## config.mk

```make
export PLATFORM = sky130hd
export DESIGN_NAME = aabb_build_and_overlap
export DESIGN_NICKNAME = d
export VERILOG_FILES = /design/src/rtl/aabb_pkg.sv /design/src/rtl/aabb_front.sv /design/src/rtl/aabb_queue.sv /design/src/rtl/aabb_back.sv /design/src/rtl/aabb_build_and_overlap.sv
export VERILOG_INCLUDE_DIRS = /design/src /design/src/rtl
export SDC_FILE = /design/constraint.sdc
export NUM_CORES = 2
export LEC_CHECK = 0
export ABC_AREA = 0
export BUFFER_PORTS_ARGS = -buffer_cell sky130_fd_sc_hd__buf_2
export CAP_MARGIN = 20
export CORE_MARGIN = 2
export CORE_UTILIZATION = 35
export CTS_BUF_LIST = sky130_fd_sc_hd__clkbuf_16
export DETAILED_ROUTE_END_ITERATION = 7
export GPL_ROUTABILITY_DRIVEN = 0
export PLACE_DENSITY = 0.49
export SLEW_MARGIN = 15
export SYNTH_ARGS = -nofsm -noshare
export SYNTH_HDL_FRONTEND = slang
export SYNTH_SLANG_ARGS = --single-unit
```

## constraint.sdc

```tcl
create_clock -name clk -period 9.7 [get_ports clk]
set_input_delay 0.97 -clock clk [delete_from_list [all_inputs] [get_ports clk]]
set_output_delay 0.97 -clock clk [all_outputs]
set_load 0.02 [all_outputs]
```

## src/rtl/aabb_build_and_overlap_macros.svh

```systemverilog
// ----------------------------------------------------------------------------
// aabb_build_and_overlap_macros.svh
// assertion macros of the box build and overlap test block
// ----------------------------------------------------------------------------
`ifndef AABB_BUILD_AND_OVERLAP_MACROS_SVH
`define AABB_BUILD_AND_OVERLAP_MACROS_SVH

`ifndef ASSERT_OFF

// clocked property, held off while reset is asserted
`define AABB_ASSERT(label, prop, msg) \
	label: assert property (@(posedge clk) disable iff (!arst_n) (prop)) else $error(msg);

// condition that must never be seen at a clock edge
`define AABB_NEVER(label, cond, msg) \
	`AABB_ASSERT(label, !(cond), msg)

`else

`define AABB_ASSERT(label, prop, msg)
`define AABB_NEVER(label, cond, msg)

`endif

`endif

```

## src/rtl/aabb_pkg.sv

```systemverilog
// ----------------------------------------------------------------------------
// aabb_pkg
// types and constants of the box build and overlap test block
// ----------------------------------------------------------------------------
`timescale 1ns / 1ps

package aabb_pkg;

	localparam int COORD_WIDTH = 24;
	localparam int SIZE_WIDTH  = COORD_WIDTH - 1;
	localparam int QUEUE_DEPTH = 4;

	// request kinds
	localparam logic REQ_POINT = 1'b0;
	localparam logic REQ_QUERY = 1'b1;

	typedef struct packed {
		logic                          req_type;
		logic                          first_point;
		logic signed [COORD_WIDTH-1:0] point_x;
		logic signed [COORD_WIDTH-1:0] point_y;
		logic signed [COORD_WIDTH-1:0] point_z;
		logic signed [COORD_WIDTH-1:0] other_center_x;
		logic signed [COORD_WIDTH-1:0] other_center_y;
		logic signed [COORD_WIDTH-1:0] other_center_z;
		logic        [SIZE_WIDTH-1:0]  other_size_x;
		logic        [SIZE_WIDTH-1:0]  other_size_y;
		logic        [SIZE_WIDTH-1:0]  other_size_z;
	} req_t;

	typedef struct packed {
		logic                   hit;
		logic [COORD_WIDTH-1:0] overlap_x;
		logic [COORD_WIDTH-1:0] overlap_y;
		logic [COORD_WIDTH-1:0] overlap_z;
	} rsp_t;

	// one axis of a queued query: own bounds at query time and the other box bounds
	typedef struct packed {
		logic signed [COORD_WIDTH-1:0] own_min;
		logic signed [COORD_WIDTH-1:0] own_max;
		logic signed [COORD_WIDTH:0]   lo;
		logic signed [COORD_WIDTH:0]   hi;
		logic        [SIZE_WIDTH-1:0]  size;
	} axis_t;

	typedef struct packed {
		axis_t x;
		axis_t y;
		axis_t z;
	} query_t;

	typedef struct packed {
		logic empty;
		logic full;
	} queue_status_t;

endpackage

```

## src/rtl/aabb_front.sv

```systemverilog
// ----------------------------------------------------------------------------
// aabb_front
// accepts transactions, tracks the own box and turns queries into bounds
// ----------------------------------------------------------------------------
`timescale 1ns / 1ps

module aabb_front (
	input  logic                   clk,
	input  logic                   arst_n,
	input  logic                   req_valid,
	output logic                   req_stall,
	input  aabb_pkg::req_t         req,
	input  aabb_pkg::queue_status_t status,
	output logic                   push,
	output aabb_pkg::query_t       push_data
);
	import aabb_pkg::*;

	logic signed [COORD_WIDTH-1:0] own_min_q [3];
	logic signed [COORD_WIDTH-1:0] own_max_q [3];
	logic signed [COORD_WIDTH-1:0] pt [3];
	logic                          accept;

	function automatic axis_t make_axis(
		input logic signed [COORD_WIDTH-1:0] amin,
		input logic signed [COORD_WIDTH-1:0] amax,
		input logic signed [COORD_WIDTH-1:0] c,
		input logic        [SIZE_WIDTH-1:0]  s
	);
		axis_t                       r;
		logic signed [COORD_WIDTH:0] c_e;
		logic        [COORD_WIDTH:0] half_e;
		logic        [SIZE_WIDTH-1:0] up;
		// low bound drops floor(size / 2), high bound adds the rest
		c_e    = {c[COORD_WIDTH-1], c};
		half_e = {3'b000, s[SIZE_WIDTH-1:1]};
		up     = {1'b0, s[SIZE_WIDTH-1:1]} + {{(SIZE_WIDTH-1){1'b0}}, s[0]};
		r.own_min = amin;
		r.own_max = amax;
		r.lo      = c_e - $signed(half_e);
		r.hi      = c_e + $signed({2'b00, up});
		r.size    = s;
		return r;
	endfunction

	assign req_stall = status.full;
	assign accept    = req_valid && !status.full;
	assign push      = accept && (req.req_type == REQ_QUERY);

	always_comb begin
		pt[0] = req.point_x;
		pt[1] = req.point_y;
		pt[2] = req.point_z;
		push_data.x = make_axis(own_min_q[0], own_max_q[0], req.other_center_x,
			req.other_size_x);
		push_data.y = make_axis(own_min_q[1], own_max_q[1], req.other_center_y,
			req.other_size_y);
		push_data.z = make_axis(own_min_q[2], own_max_q[2], req.other_center_z,
			req.other_size_z);
	end

	always_ff @(posedge clk or negedge arst_n) begin
		if (!arst_n) begin
			for (int k = 0; k < 3; k++) begin
				own_min_q[k] <= '0;
				own_max_q[k] <= '0;
			end
		end else if (accept && (req.req_type == REQ_POINT)) begin
			for (int k = 0; k < 3; k++) begin
				if (req.first_point) begin
					own_min_q[k] <= pt[k];
					own_max_q[k] <= pt[k];
				end else begin
					if (pt[k] > own_max_q[k]) own_max_q[k] <= pt[k];
					if (pt[k] < own_min_q[k]) own_min_q[k] <= pt[k];
				end
			end
		end
	end

endmodule

```

## src/rtl/aabb_queue.sv

```systemverilog
// ----------------------------------------------------------------------------
// aabb_queue
// short first-in first-out queue of prepared queries between front and back
// ----------------------------------------------------------------------------
`timescale 1ns / 1ps
`include "aabb_build_and_overlap_macros.svh"

module aabb_queue #(
	parameter int DEPTH = aabb_pkg::QUEUE_DEPTH
) (
	input  logic                    clk,
	input  logic                    arst_n,
	input  logic                    push,
	input  aabb_pkg::query_t        push_data,
	input  logic                    pop,
	output aabb_pkg::query_t        head,
	output aabb_pkg::queue_status_t status
);
	import aabb_pkg::*;

	localparam int PTR_W = (DEPTH > 1) ? $clog2(DEPTH) : 1;
	localparam int CNT_W = $clog2(DEPTH + 1);

	query_t             mem_q [DEPTH];
	logic [PTR_W-1:0]   wr_ptr_q;
	logic [PTR_W-1:0]   rd_ptr_q;
	logic [CNT_W-1:0]   count_q;

	function automatic logic [PTR_W-1:0] next_ptr(input logic [PTR_W-1:0] p);
		return (p == PTR_W'(DEPTH - 1)) ? '0 : p + 1'b1;
	endfunction

	assign head         = mem_q[rd_ptr_q];
	assign status.empty = (count_q == '0);
	assign status.full  = (count_q == CNT_W'(DEPTH));

	always_ff @(posedge clk) begin
		if (push) mem_q[wr_ptr_q] <= push_data;
	end

	always_ff @(posedge clk or negedge arst_n) begin
		if (!arst_n) begin
			wr_ptr_q <= '0;
			rd_ptr_q <= '0;
			count_q  <= '0;
		end else begin
			if (push) wr_ptr_q <= next_ptr(wr_ptr_q);
			if (pop)  rd_ptr_q <= next_ptr(rd_ptr_q);
			if (push && !pop)      count_q <= count_q + 1'b1;
			else if (pop && !push) count_q <= count_q - 1'b1;
		end
	end

	`AABB_NEVER(a_push_full, push && status.full && !pop, "push into a full queue")
	`AABB_NEVER(a_pop_empty, pop && status.empty, "pop from an empty queue")
	`AABB_ASSERT(a_push_lands, push |=> !status.empty, "pushed transaction lost")
	`AABB_NEVER(a_count_range, count_q > CNT_W'(DEPTH), "queue count beyond depth")

endmodule

```

## src/rtl/aabb_back.sv

```systemverilog
// ----------------------------------------------------------------------------
// aabb_back
// per-axis overlap depths and hit flag, held in the output register
// ----------------------------------------------------------------------------
`timescale 1ns / 1ps

module aabb_back (
	input  logic                    clk,
	input  logic                    arst_n,
	input  aabb_pkg::query_t        head,
	input  aabb_pkg::queue_status_t status,
	output logic                    pop,
	output logic                    rsp_valid,
	input  logic                    rsp_stall,
	output aabb_pkg::rsp_t          rsp
);
	import aabb_pkg::*;

	logic                   rsp_valid_q;
	rsp_t                   rsp_q;
	logic [COORD_WIDTH-1:0] ov_x;
	logic [COORD_WIDTH-1:0] ov_y;
	logic [COORD_WIDTH-1:0] ov_z;

	function automatic logic [COORD_WIDTH-1:0] axis_overlap(input axis_t ax);
		logic signed [COORD_WIDTH+1:0] a_e;
		logic signed [COORD_WIDTH+1:0] b_e;
		logic signed [COORD_WIDTH+1:0] lo_e;
		logic signed [COORD_WIDTH+1:0] hi_e;
		logic signed [COORD_WIDTH+1:0] s_e;
		logic signed [COORD_WIDTH+1:0] d;
		logic signed [COORD_WIDTH+1:0] e;
		logic        [COORD_WIDTH-1:0] r;
		a_e  = {{2{ax.own_min[COORD_WIDTH-1]}}, ax.own_min};
		b_e  = {{2{ax.own_max[COORD_WIDTH-1]}}, ax.own_max};
		lo_e = {ax.lo[COORD_WIDTH], ax.lo};
		hi_e = {ax.hi[COORD_WIDTH], ax.hi};
		s_e  = {3'b000, ax.size};
		d    = b_e - lo_e;
		e    = hi_e - a_e;
		// low bound inside own box, else high bound inside, else nothing
		if ((a_e < lo_e) && (lo_e < b_e)) begin
			r = (d > s_e) ? s_e[COORD_WIDTH-1:0] : d[COORD_WIDTH-1:0];
		end else if ((a_e < hi_e) && (hi_e < b_e)) begin
			r = e[COORD_WIDTH-1:0];
		end else begin
			r = '0;
		end
		return r;
	endfunction

	assign pop       = !status.empty && (!rsp_valid_q || !rsp_stall);
	assign rsp_valid = rsp_valid_q;
	assign rsp       = rsp_q;

	always_comb begin
		ov_x = axis_overlap(head.x);
		ov_y = axis_overlap(head.y);
		ov_z = axis_overlap(head.z);
	end

	always_ff @(posedge clk or negedge arst_n) begin
		if (!arst_n) begin
			rsp_valid_q <= 1'b0;
		end else if (!rsp_valid_q || !rsp_stall) begin
			rsp_valid_q <= !status.empty;
		end
	end

	always_ff @(posedge clk) begin
		if (pop) begin
			rsp_q.overlap_x <= ov_x;
			rsp_q.overlap_y <= ov_y;
			rsp_q.overlap_z <= ov_z;
			rsp_q.hit       <= (ov_x != '0) && (ov_y != '0) && (ov_z != '0);
		end
	end

endmodule

```

## src/rtl/aabb_build_and_overlap.sv

```systemverilog
// A query transaction is written into the query queue on acceptance, then loaded into the
// output register when the back end pops it; points give no result.
// Throughput: one transaction per cycle; input stalls only while the QUEUE_DEPTH-entry
// query queue is full, set by how fast the result side drains the output register.
// Reset: asynchronous, clears the own box to zero on all axes, empties the queue
// and drops the output valid.
// ----------------------------------------------------------------------------
// aabb_build_and_overlap
// axis-aligned box build from points and overlap test against query boxes
// ----------------------------------------------------------------------------
`timescale 1ns / 1ps

module aabb_build_and_overlap #(
	parameter int QUEUE_DEPTH = aabb_pkg::QUEUE_DEPTH
) (
	input  logic           clk,
	input  logic           arst_n,
	input  logic           req_valid,
	output logic           req_stall,
	input  aabb_pkg::req_t req,
	output logic           rsp_valid,
	input  logic           rsp_stall,
	output aabb_pkg::rsp_t rsp
);
	import aabb_pkg::*;

	queue_status_t status;
	logic          push;
	logic          pop;
	query_t        push_data;
	query_t        head;

	aabb_front u_front (
		.clk       (clk),
		.arst_n    (arst_n),
		.req_valid (req_valid),
		.req_stall (req_stall),
		.req       (req),
		.status    (status),
		.push      (push),
		.push_data (push_data)
	);

	aabb_queue #(
		.DEPTH (QUEUE_DEPTH)
	) u_queue (
		.clk       (clk),
		.arst_n    (arst_n),
		.push      (push),
		.push_data (push_data),
		.pop       (pop),
		.head      (head),
		.status    (status)
	);

	aabb_back u_back (
		.clk       (clk),
		.arst_n    (arst_n),
		.head      (head),
		.status    (status),
		.pop       (pop),
		.rsp_valid (rsp_valid),
		.rsp_stall (rsp_stall),
		.rsp       (rsp)
	);

endmodule

```

==> Yosys cells after proc, flatten, opt, wreduce, memory -nomap -nowiden <==
Memories as Yosys holds them, arrays and structs flattened.
Cells that the tools add are included.
{ "classes": {"n_addsub": 19, "multipliers": 0, "div": 0, "magnitude_cmp": 21, "n_eq_ne": 3, "shifts": 0, "mux": 27, "bitwise_logic": 1, "n_reduce_logical": 38} }
{ "ops": {"columns": ["cell", "count"], "rows": [
  ["24-bit 2-to-1 mux", 21],
  ["24-bit by 25-bit less-than comparator with 1-bit output", 6],
  ["25-bit by 24-bit less-than comparator with 1-bit output", 6],
  ["26-bit by 24-bit greater-than comparator with 1-bit output", 3],
  ["24-bit by 25-bit subtractor with 26-bit output", 3],
  ["24-bit by 24-bit adder with 25-bit output", 3],
  ["24-bit by 23-bit subtractor with 25-bit output", 3],
  ["24-bit greater-than comparator", 3],
  ["24-bit less-than comparator", 3],
  ["24-bit nonzero test", 3],
  ["24-bit subtractor", 3],
  ["22-bit by 1-bit adder with 23-bit output", 3],
  ["1-bit logical AND", 14],
  ["2-bit nonzero test", 7],
  ["2-bit AND reduction", 6],
  ["1-bit zero test", 6],
  ["3-bit 2-to-1 mux", 2],
  ["2-bit by 1-bit adder with 2-bit output, second input constant", 2],
  ["2-bit equality test, second input constant", 2],
  ["2-bit 2-to-1 mux", 2],
  ["3-bit by 1-bit adder with 3-bit output, second input constant", 1],
  ["3-bit equality test, second input constant", 1],
  ["3-bit zero test", 1],
  ["3-bit by 1-bit subtractor with 3-bit output, second input constant", 1],
  ["other kinds (3)", 4]
]} }
{ "word_totals": {"reg_bits": 225, "latch_bits": 0, "ramBits": 1452, "rom_bits": 0, "input_bits": 219, "out_inout_bits": 75, "word_cells": 124, "memories": 1} }
{ "memory_table": {"columns": ["memory", "depth", "word_bits", "rd", "rd_ports_with_merged_regs", "wr", "line", "rtl"], "rows": [
  ["u_queue.mem_q", 4, 363, 1, 0, 1, "aabb_queue.sv:24", "query_t mem_q [DEPTH];"]
]} }

==> Logic depth before layout (Yosys ltp) <==
{ "depth": {"depth_word": 8, "depth_mapped": 37, "ltp_nobuf": 28} }

==> Modules after synthesis <==
Synthesis repeated with hierarchy kept, for this count alone.
{ "hier_totals": {"cells_unflattened": 6241, "area_unflattened_um2": 88542.4} }
{ "modules_own_cells": {"columns": ["mod", "instances", "cells_each", "area_each_um2", "seq_area_each_um2"], "rows": [
  ["aabb_queue", 1, 1934, 53138.5, 43777.0],
  ["aabb_back", 1, 2387, 18362.6, 2217.1],
  ["aabb_front", 1, 1920, 17041.3, 3603.5]
]} }

==> Least setup slack after synthesis <==
Ideal clock, no wire load.
{ "synth_timing": {"kind": "input port to flip-flop", "from": "input port req[214] (netlist bit)", "to": "memory u_queue.mem_q[2][0] (netlist bit), enable pin", "setup_time_ps": 772, "arrival_ps": 9579, "t_required_ps": 8928, "slack_ps": -651, "cell_stages": 3, "path_buffers": 1, "cell_sequence": "and3_1 clkbuf_1 and2_1"} }
{ "synth_between": {"elab_chain_cells": 3} }
{ "synth_rtl": {"columns": ["element", "line", "rtl"], "rows": [
  ["start: declaration", "aabb_build_and_overlap.sv:20", "input aabb_pkg::req_t req,"],
  ["1-bit logical AND", "aabb_front.sv:48", "assign push = accept && (req.req_type == REQ_QUERY);"],
  ["named net push", "aabb_build_and_overlap.sv:28", "logic push;"],
  ["1-bit 2-to-1 mux", "aabb_queue.sv:38", "if (push) mem_q[wr_ptr_q] <= push_data;"],
  ["1-bit 2-to-1 mux (not written as such)", "aabb_queue.sv:38", null],
  ["end: declaration", "aabb_queue.sv:24", null]
]} }
The timed path passes the listed nets, and every way through them passes these cells.

==> Worst setup path in the final report <==
{ "layout_timing": {"from": "register u_queue.rd_ptr_q[0]", "to": "register u_back.rsp_q (netlist bit u_back.rsp[72]) (data pin)"} }
{ "layout_between": {"elab_chain_cells": 8, "word_cells_on_any_way": 42, "classes_between": "add/sub (6); order compare (15); mux (9); reduce/logical (11); memory (1)"} }
{ "layout_rtl": {"columns": ["element", "line", "rtl"], "rows": [
  ["start: declaration", "aabb_queue.sv:26", "logic [PTR_W-1:0] rd_ptr_q;"],
  ["start signal: assignment", "aabb_queue.sv:48", "if (pop) rd_ptr_q <= next_ptr(rd_ptr_q);"],
  ["memory read 4 x 363 bit *", null, null],
  ["24-bit by 25-bit subtractor with 26-bit output, or another cell as far along", "aabb_back.sv:39", "d = b_e - lo_e;"],
  ["26-bit by 24-bit greater-than comparator with 1-bit output or 1-bit logical AND (tied branches)", "aabb_back.sv:43, aabb_back.sv:44", null],
  ["24-bit 2-to-1 mux, on equally long branches", "aabb_back.sv:43, aabb_back.sv:44", null],
  ["24-bit 2-to-1 mux *", "aabb_back.sv:42", "if ((a_e < lo_e) && (lo_e < b_e)) begin"],
  ["named net u_back.ov_x[17]", "aabb_back.sv:21", "logic [COORD_WIDTH-1:0] ov_x;"],
  ["24-bit nonzero test *", "aabb_back.sv:75", "rsp_q.hit <= (ov_x != '0) && (ov_y != '0) && (ov_z != '0);"],
  ["1-bit logical AND * (2 in series)", "aabb_back.sv:75", null],
  ["end: declaration", "aabb_back.sv:20", "rsp_t rsp_q;"]
]} }
The timed path passes the listed nets; every way through them passes the cells marked *.
A chain may end at the register's enable or synchronous reset.

==> metrics.txt <==
setup TNS 0 ps; Setup Fix Bufs, Post-CTS 0; worst path arrival time 9430 ps; hpwl dp between 150,000 and 200,000 um; Setup crit end kind register; Post-Syn Instances 6,141; Netlist cell types 96; mapped cell area 86,970 sq um; CTS tree done; CTS resizes 0; CORE AREA 248,000 sq um; IO buf count 293; final worst-path cycle share 91.37%; Post-DRT Antenna Nets 0; CP Launch Type register; fin crit period between 8000 and 9000 ps; largest net degree at the start of global routing 120; initial antenna violation count 45; max_slew headroom 19.14%; FF-to-FF path depth 26; worst reg2reg startpoint u_queue.rd_ptr_q[0]; Crit Path Category register to register; CP Buf/Inv Count 1; sequential fraction of the synthesis area 57.03%; Pre-antenna DRT Iters 5; Final Skew between 30 and 40 ps; die height 502.5 um; Vias/cell about 5.3; Yosys top cell by area edfxtp_1; final setup margin between 800 and 900 ps; syn avg cell area between 10 and 15 sq um; CP dominant cell by count o21ai_0; final hold violation count 0; Slew Limit Fails 0; WHS between 90 and 100 ps; first-pass GRT wire length 367,900 um; max-cap violations 0; fraction of registers with async set or reset after synthesis approximately 9.1%; final wirelength 253,100 um; H-tree Lvls 4; EDFF count, synth 1,525; Syn Nets 7,096; area delta synth->final 13.78%; number of CTS-inserted buffers 187; DR iter-0 viols ~4,300; required time of the worst setup path 10,270 ps; Synth Flop Type edfxtp_1; Max stage delay on crit path 800 ps; largest fanout on the critical path 24; CTS Hold Bufs 0; clock latency at the later pin of the worst-skew pair 850 ps; row count 183; Crit path max-delay family compound AO/OA/AOI/OAI gates; Setup WS pre-CTS 948.5 ps; vias in the first global route 53,580; Wirelength per Cell 25.16 um; GRT Util Overall 19.84%; I/O pins 294; yosys warns 0; clock transition at the registers of the reported paths 60 ps; Die Span X ~500 um; die area approximately 250,000 sq um; status finished, final reports clean; Crit-path slowest cell dfrtp_4; CTS max path bufs 3; Reg2Reg Setup Slack around 840 ps; final core occ 39.90%; reg2reg end u_back.rsp[72]; top achievable clock speed roughly 0.11 GHz; Layout Nets 7,501; via count 53,260; RSZ-0062 raised after global routing false; DRC violations left 0; largest cells by area after synthesis edfxtp_1 53%, ha_1 10%, mux4_2 9.3%, dfrtp_1 4.4%, inv_1 2.9%; CTS Root Cell clkbuf_16; worst hold path class primary input to async pin; Final setup viols 0; Worst-Margin Slew about 1200 ps; layout cell share with drive strength beyond 1 18.00%; Synth top area share between 50 and 60%; clk sinks approximately 1,700; Seq cells post-synth 1,677; Initial Utilization 35.07%; gr ovfl total 0
synthesized netlist by cell type (25+ instances only):
master	count
nand2b_1	66
clkbuf_1	75
a21boi_0	25
inv_1	665
nand2_1	175
and2_1	27
edfxtp_1	1525
o21a_1	75
xor2_1	73
o21ai_0	191
and3_1	40
a21o_1	152
o22ai_1	31
nand4_1	94
nor4_1	36
o21bai_1	36
mux2i_1	42
buf_2	31
nor2b_1	53
nand3_1	105
ha_1	723
dfrtp_1	152
mux4_2	358
mux2_2	151
a211oi_1	32
xnor2_1	194
nor2_1	253
a21oi_1	286
nor3_1	74
state kept, by name (all words and copies together) (netlist names):
register,flops
u_queue.count_q,3
u_back.rsp,73
u_queue.mem_q,1452
u_queue.rd_ptr_q,2
u_back.rsp_valid,1
u_front.push_data,144
u_queue.wr_ptr_q,2
layout make-up:
class	count	area, sq um
Clock buffer	191	4780
Multi-Input combinational cell	3662	34320
Tap cell	3330	4167
Fill cell	23150	149000
Sequential cell	1677	49610
Inverter	666	2502
Timing Repair Buffer	352	2133
Clock inverter	159	1393
Antenna cell	20	50.05
cells in the final DEF (no fill, tap or decap), types with 33 or more instances in the layout:
master / synthesis / layout
a21o_1: 152 / 152
a21oi_1: 286 / 286
and3_1: 40 / 40
buf_2: 31 / 292
buf_4: 3 / 41
clkbuf_16: 0 / 191
clkinv_1: 0 / 33
clkinv_2: 0 / 38
dfrtp_1: 152 / 150
edfxtp_1: 1525 / 1525
ha_1: 723 / 723
inv_1: 665 / 702
mux2_2: 151 / 151
mux2i_1: 42 / 42
mux4_2: 358 / 358
nand2_1: 175 / 175
nand2b_1: 66 / 66
nand3_1: 105 / 105
nand4_1: 94 / 94
nor2_1: 253 / 250
nor2b_1: 53 / 53
nor3_1: 74 / 74
nor4_1: 36 / 35
o21a_1: 75 / 75
o21ai_0: 191 / 191
o21bai_1: 36 / 36
xnor2_1: 194 / 194
xor2_1: 73 / 73
stage by stage:
stage                     area [sq um]  cells
after floorplan                  86970   6141
after global placement           92690   9685
after detailed placement         92710   9686
after CTS                        98890  10040
after global routing             98930  10050
final                            98950  10060
how the worst max path moves through the flow:
stage / start / endpoint / slack (ps) / depth (start not counted)
detailed placement: u_queue.rd_ptr_q[0] / u_back.rsp[72] / 950 / 26
floorplan: u_queue.rd_ptr_q[0] / u_back.rsp[72] / 1190 / 35
global route: u_queue.rd_ptr_q[0] / u_back.rsp[72] / 220 / 26
finish: u_queue.rd_ptr_q[0] / u_back.rsp[72] / 840 / 26
global placement: u_queue.rd_ptr_q[0] / u_back.rsp[72] / 680 / 24
CTS: u_queue.rd_ptr_q[0] / u_back.rsp[72] / 920 / 26
cell families (layout without fill, tap and decap cells):
family / count (synthesis) / after routing / share of synthesized area (%)
flip-flops: 1677 / 1677 / 57.03
buffers and inverters: 802 / 1368 / 3.555
AO/OA/AOI/OAI: 1097 / 1097 / 8.422
adder cells (fa/ha/maj): 736 / 736 / 10.70
multiplexers: 552 / 552 / 11.72
AND/OR/NAND/NOR: 1009 / 1009 / 5.855
XOR/XNOR: 268 / 268 / 2.715
other: 0 / 20 / 0
layer usage:
metal / wire length, um / vias up / share of wire (%) / GRT usage (%)
li1: - / 24380 / - / -
met1: 115500 / 27300 / 46 / 27.72
met2: 119400 / 1257 / 47 / 32.26
met3: 10900 / 318 / 4.3 / 2.427
met4: 7235 / 4 / 2.9 / 6.079
met5: 32 / - / 0.013 / 0
Power is not shown: default switching activity piles up to over one toggle a cycle in this logic, so the estimate is an artifact.
